[config.mk]
export PLATFORM = sky130hd
export DESIGN_NAME = rpd_cell
export DESIGN_NICKNAME = d
export VERILOG_FILES = /design/src/hw/rtl/rpd_pkg.sv /design/src/hw/rtl/rpd_cell.sv
export SDC_FILE = /design/constraint.sdc
export NUM_CORES = 2
export LEC_CHECK = 0
export BUFFER_PORTS_ARGS = -buffer_cell sky130_fd_sc_hd__buf_2
export CORE_MARGIN = 4
export CORE_UTILIZATION = 35
export CTS_CLUSTER_DIAMETER = 40
export DETAILED_ROUTE_END_ITERATION = 6
export GPL_ROUTABILITY_DRIVEN = 0
export PLACE_DENSITY_LB_ADDON = 0.3
export SYNTH_ARGS = -nofsm -noshare
export SYNTH_HDL_FRONTEND = slang
export SYNTH_SLANG_ARGS = --single-unit
[constraint.sdc]
create_clock -name i_clk -period 17.6 [get_ports i_clk]
set_input_delay 3.52 -clock i_clk [delete_from_list [all_inputs] [get_ports i_clk]]
set_output_delay 3.52 -clock i_clk [all_outputs]
set_load 0.02 [all_outputs]
[src/hw/rtl/rpd_pkg.sv]
// Shared types and constants of the radial-to-planar depth converter.
package rpd_pkg;

    localparam int COORD_BITS = 12;
    localparam int Z_BITS     = 16;
    localparam int LATENCY    = 3 + Z_BITS;

    localparam int F_W    = 24;
    localparam int DX_W   = 24;
    localparam int NUM_W  = 40;
    localparam int HALF_W = NUM_W / 2;
    localparam int N2_W   = 2 * NUM_W;
    localparam int S_W    = 2 * DX_W + 2;
    localparam int T_W    = S_W + Z_BITS + 2;
    localparam int D_W    = S_W + 2 * Z_BITS + 2;

    localparam logic [1:0] CFG_FOCAL    = 2'd0;
    localparam logic [1:0] CFG_CENTER_X = 2'd1;
    localparam logic [1:0] CFG_CENTER_Y = 2'd2;

    typedef struct packed {
        logic              valid;
        logic [N2_W-1:0]   r;
        logic [T_W-1:0]    t;
        logic [S_W-1:0]    s;
        logic [Z_BITS-1:0] z;
    } t_cell;

endpackage

[src/hw/rtl/rpd_cell.sv]
// One cell of the chain: settles one bit of the result by trial subtraction.
module rpd_cell import rpd_pkg::*; (
    input  logic       i_clk,
    input  logic       i_rst_n,
    input  logic [3:0] i_bit,
    input  t_cell      i_cell,
    output t_cell      o_cell
);

    logic [D_W-1:0] delta;
    logic           take;
    t_cell          r_cell;

    // Growing z by 2^b adds S*(z*2^(b+1) + 2^(2b)) to z^2*S; T tracks z*S.
    assign delta = (D_W'(i_cell.t) << ({1'b0, i_bit} + 5'd1))
                 + (D_W'(i_cell.s) << ({i_bit, 1'b0}));
    assign take  = delta <= D_W'(i_cell.r);

    always_ff @(posedge i_clk) begin
        if (!i_rst_n) begin
            r_cell.valid <= 1'b0;
        end else begin
            r_cell.valid <= i_cell.valid;
        end
        r_cell.s <= i_cell.s;
        if (take) begin
            r_cell.r <= i_cell.r - N2_W'(delta);
            r_cell.t <= i_cell.t + (T_W'(i_cell.s) << i_bit);
            r_cell.z <= i_cell.z | (Z_BITS'(1) << i_bit);
        end else begin
            r_cell.r <= i_cell.r;
            r_cell.t <= i_cell.t;
            r_cell.z <= i_cell.z;
        end
    end

    assign o_cell = r_cell;

endmodule

# --- Word level (Yosys, flattened, before mapping) ---
# Cells that the tools add are included.
totals:
  out_inout_bits: 215
  register_bits: 215
classes:
  n_mux: 2
  shift: 4
  bitwise_logic: 1
  n_addsub: 4
  n_lt_le_gt_ge: 1
op_table:
  columns: ["cell", "count"]
  rows:
  - ["$mux W148", 1]
  - ["$add A84 B84 Y84", 1]
  - ["$le A84 B80 Y1", 1]
  - ["$shl A50 B5 Y84", 1]
  - ["$shl A68 B5 Y84", 1]
  - ["$sub A80 B80 Y80", 1]
  - ["$add A68 B68 Y68", 1]
  - ["$shl A50 B4 Y68", 1]
  - ["$mux W16", 1]
  - ["$or A16 B16 Y16", 1]
  - ["$shl A1 B4 Y16 const A", 1]
  - ["$add A4 B1 Y5 const B", 1]

# --- Longest topological paths before layout ---
logic_depth:
  word_depth: 5
  ltp_mapped: 46

# --- Least setup slack after synthesis ---
# No wires, ideal clock.
synth_timing:
  path_kind: "in2reg"
  start: "input i_bit[0]"
  end: "register r_cell, in the netlist o_cell[120]"
  path_slack_ns: 3.981
  arrival_time_ns: 13.496
  required_ns: 17.477
  path_stages: 42
  cell_sequence: "buf_4 > clkinv_1 > buf_1 > clkbuf_1 > clkbuf_1 > ha_1 > buf_4 > buf_6 > buf_2 > buf_1 > clkbuf_1 > mux4_2 > mux2_2 > o21ai_0 > mux2i_1 > ha_1 > clkbuf_1 > nand2_1 > [... 6 more ...] > o21ai_0 > xor2_1 > ha_1 > clkbuf_1 > and3_1 > nand2_1 > nor2_1 > or4b_2 > a211oi_1 > a31o_2 > a22oi_1 > or4_1 > or3_1 > buf_2 > nor2_4 > buf_6 > buf_8 > mux2_1"
synth_between:
  elab_chain_len: 5
  elab_cells_between_ends: 8
synth_lines:
  columns: ["item", "line", "text"]
  rows:
  - ["start: declaration", "rpd_cell.sv:5", "input logic [3:0] i_bit,"]
  - ["$add A4 B1 Y5", "rpd_cell.sv:15", "assign delta = (D_W'(i_cell.t) << ({1'b0, i_bit} + 5'd1))"]
  - ["$shl A68 B5 Y84", "rpd_cell.sv:15", null]
  - ["$add A84 B84 Y84", "rpd_cell.sv:16", "+ (D_W'(i_cell.s) << ({i_bit, 1'b0}));"]
  - ["$le A84 B80 Y1", "rpd_cell.sv:17", "assign take = delta <= D_W'(i_cell.r);"]
  - ["$mux W148 (*)", "rpd_cell.sv:26", "if (take) begin"]
  - ["end: declaration", "rpd_cell.sv:12", "t_cell r_cell;"]
# Mark *: on every way between the ends. The rest lies on a longest branch, timed or not.
# A chain may end at the register's enable or synchronous reset.

# --- Final worst setup path ---
layout_timing:
  start: "input i_bit[1]"
  end: "register r_cell, in the netlist o_cell[83]"
# Same word-level chain as after synthesis.

==> results.sh <==
export IMPL_status="finished clean"
export IMPL_port_buffers=435
export IMPL_core_area_um2=85500
export IMPL_synth_cell_types=88
export IMPL_largest_reg_flops=215
export IMPL_final_cell_area_um2=34900
export IMPL_drive_gt1_share_pct=16.7
export IMPL_syn_nets=4628
export IMPL_post_dp_hpwl_um=99800
export IMPL_slowest_stage="nor2_4"
export IMPL_avgViaCountPerCell=5.84
export IMPL_max_slew_margin_pct=22.3
export IMPL_wl_per_cell_um=22.1
export IMPL_cts_tree="built"
export IMPL_vias=32300
export IMPL_crit_path_max_fanout=60
export IMPL_cts_resized=0
export IMPL_worst_slew_pin_slew_ps=1160
export IMPL_critical_path_required_ps=18090
export IMPL_clock_sinks=215
export IMPL_areaGrowthSynthToFinish_pct=15.0
export IMPL_die_h_um=302
export IMPL_synthesis_instances=4094
export IMPL_finalCriticalPeriod_ps=14620
export IMPL_grt_pass1_vias=30500
export IMPL_critPathMaxStageDelay_ps=910
export IMPL_cts_hold_buf=0
export IMPL_final_setup_tns_ps=0
export IMPL_post_route_period_util_pct=83.1
export IMPL_whs_path_depth=2
export IMPL_ys_top_cells_by_count="o21ai_0, a21oi_1, nand2_1"
export IMPL_gr_usage_all_layers_pct=25.3
export IMPL_ir_drop_uv=108
export IMPL_maxCapViolCount=0
export IMPL_ys_warnings_count=0
export IMPL_grt_overflow=0
export IMPL_cp_start_kind="input pin"
export IMPL_finalNetCount=4869
export IMPL_worstSetupPathType="in2reg"
export IMPL_root_buffer="clkbuf_16"
export IMPL_fmax_ghz=0.0684
export IMPL_ys_seq_area_share_pct=14.2
export IMPL_cts_clk_slew_worst_paths_ps=60
export IMPL_grt_pass1_wl_um=181000
export IMPL_hold_viol=0
export IMPL_synth_area_leader_cell="dfxtp_1"
export IMPL_cp_data_arrival_time_ps=15120
export IMPL_hp_class="in2reg"
export IMPL_drtPass1Iterations=6
export IMPL_synth_cell_area_um2=30300
export IMPL_async_flop_share_pct=0
export IMPL_leakagePower_nw=16.1
export IMPL_powerDensity_nw_per_um2=136
export IMPL_initial_utilization_pct=35.5
export IMPL_synth_edf_count=0
export IMPL_cts_setup_buffers=0
export IMPL_whs_ps=3080
export IMPL_fill_cells=9079
export IMPL_yosysMostFrequentCell="o21ai_0"
export IMPL_grt_max_degree=107
export IMPL_synth_area_top_cells="dfxtp_1, ha_1, mux2i_1"
export IMPL_rsz0062_at_grt="false"
export IMPL_avgSynthCellArea_um2=7.41
export IMPL_drc_errors=0
export IMPL_clockBufferDepth=3
export IMPL_worstSetupEndpointType="flop"
export IMPL_ant_nets=0
export IMPL_synth_seq_cells=215
export IMPL_synth_top_cell_area_share_pct=14.2
export IMPL_drt_total_wl_um=122000
export IMPL_finish_utilization_pct=40.8
export IMPL_drv_slew=0
export IMPL_finalSetupViolCount=0
export IMPL_die_w_um=302
export IMPL_antenna_found_initial=9
export IMPL_io_pins=436
export IMPL_synth_ff_type="dfxtp_1"
export IMPL_total_power_mw=4.75
export IMPL_cts_buffers=46
export IMPL_die_area_um2=91400
export IMPL_first_iter_violations=3292
export IMPL_dpl_instance_area_um2=33100
export IMPL_placementRows=107
export IMPL_htreeDepth=2
==> final timing paths <==
check / start / endpoint / slack [ps]
hold / removal: i_cell[12] / o_cell[12] / 3080
setup / recovery: i_bit[1] / o_cell[83] / 2980
==> critical path: cells and delay by family <==
kind	cells	cell delay, ps
multiplexers	4	1270
AO/OA/AOI/OAI	8	2440
buffers and inverters	4	1660
AND/OR/NAND/NOR	12	4240
adder cells (fa/ha/maj)	3	1670
XOR/XNOR	1	120
==> cells by family (layout without fill, tap and decap cells) <==
kind of cell,after synthesis,in the layout,synth area share (%)
muxes,392,392,15.8
adders and majority gates,313,313,13.0
xor gates and xnor gates,213,213,6.24
buffers and inverters,505,784,6.59
other,0,7,0
AOI/OAI and AO/OA,1350,1350,27.3
and+or+nand+nor,1106,1106,16.9
DFF,215,215,14.2
==> power by group <==
| part | switching [mW] | total (mW) | internal [mW] | leakage, nW |
|---|---|---|---|---|
| Combinational | 2.01 | 3.15 | 1.14 | 13.5 |
| Sequential | 0.0360 | 0.635 | 0.599 | 1.81 |
| Clock | 0.319 | 0.972 | 0.653 | 0.836 |
| Total | 2.36 | 4.75 | 2.39 | 16.1 |
==> final cells by class <==
class                           instances  area, µm²  area share, %
Multi-Input combinational cell       3374      24100           69.0
Inverter                              234        878           2.52
Antenna cell                            7       17.5         0.0502
Clock buffer                           53       1220           3.50
Clock inverter                         33        513           1.47
Tap cell                             1144       1430           4.11
Timing Repair Buffer                  464       2430           6.97
Sequential cell                       215       4300           12.3
==> cell usage in the layout, fill, tap and decap left out, drive strengths merged, types with 10 or more instances in the layout <==
master	count
o2111ai	10
nor3	53
nand2b	65
nor2	325
o211ai	31
o21ai	452
bufinv	10
o31ai	24
o21bai	54
a31o	11
a211o	11
mux2i	231
nor4	13
dfxtp	215
o31a	10
clkbuf	53
xor2	85
ha	310
o22ai	28
or3	19
nand4	73
inv	244
mux2	101
buf	464
and3	26
and2	29
a21o	136
a211oi	41
a21oi	366
nand3	103
a31oi	32
mux4	60
nor2b	32
xnor2	128
a41o	10
a21boi	11
nand2	342
and4	10
o21a	30
==> routing by layer <==
| layer | vias up | part of all wire [%] | track usage, % |
|---|---|---|---|
| met5 | - | 0 | 0 |
| met4 | 0 | 2.5 | 6.61 |
| met3 | 183 | 8.2 | 4.17 |
| met2 | 1482 | 45 | 41.7 |
| met1 | 15200 | 44 | 34.4 |
| li1 | 15400 | - | - |
==> metrics by stage <==
stage | cells | setup WS [ps]
2_1_floorplan | 4094 | 3980
3_3_place_gp | 5430 | 2620
3_5_place_dp | 5431 | 2440
4_1_cts | 5517 | 3060
5_1_grt | 5520 | 2230
6_report | 5524 | 2980
Power figures use the tool's default switching activity.
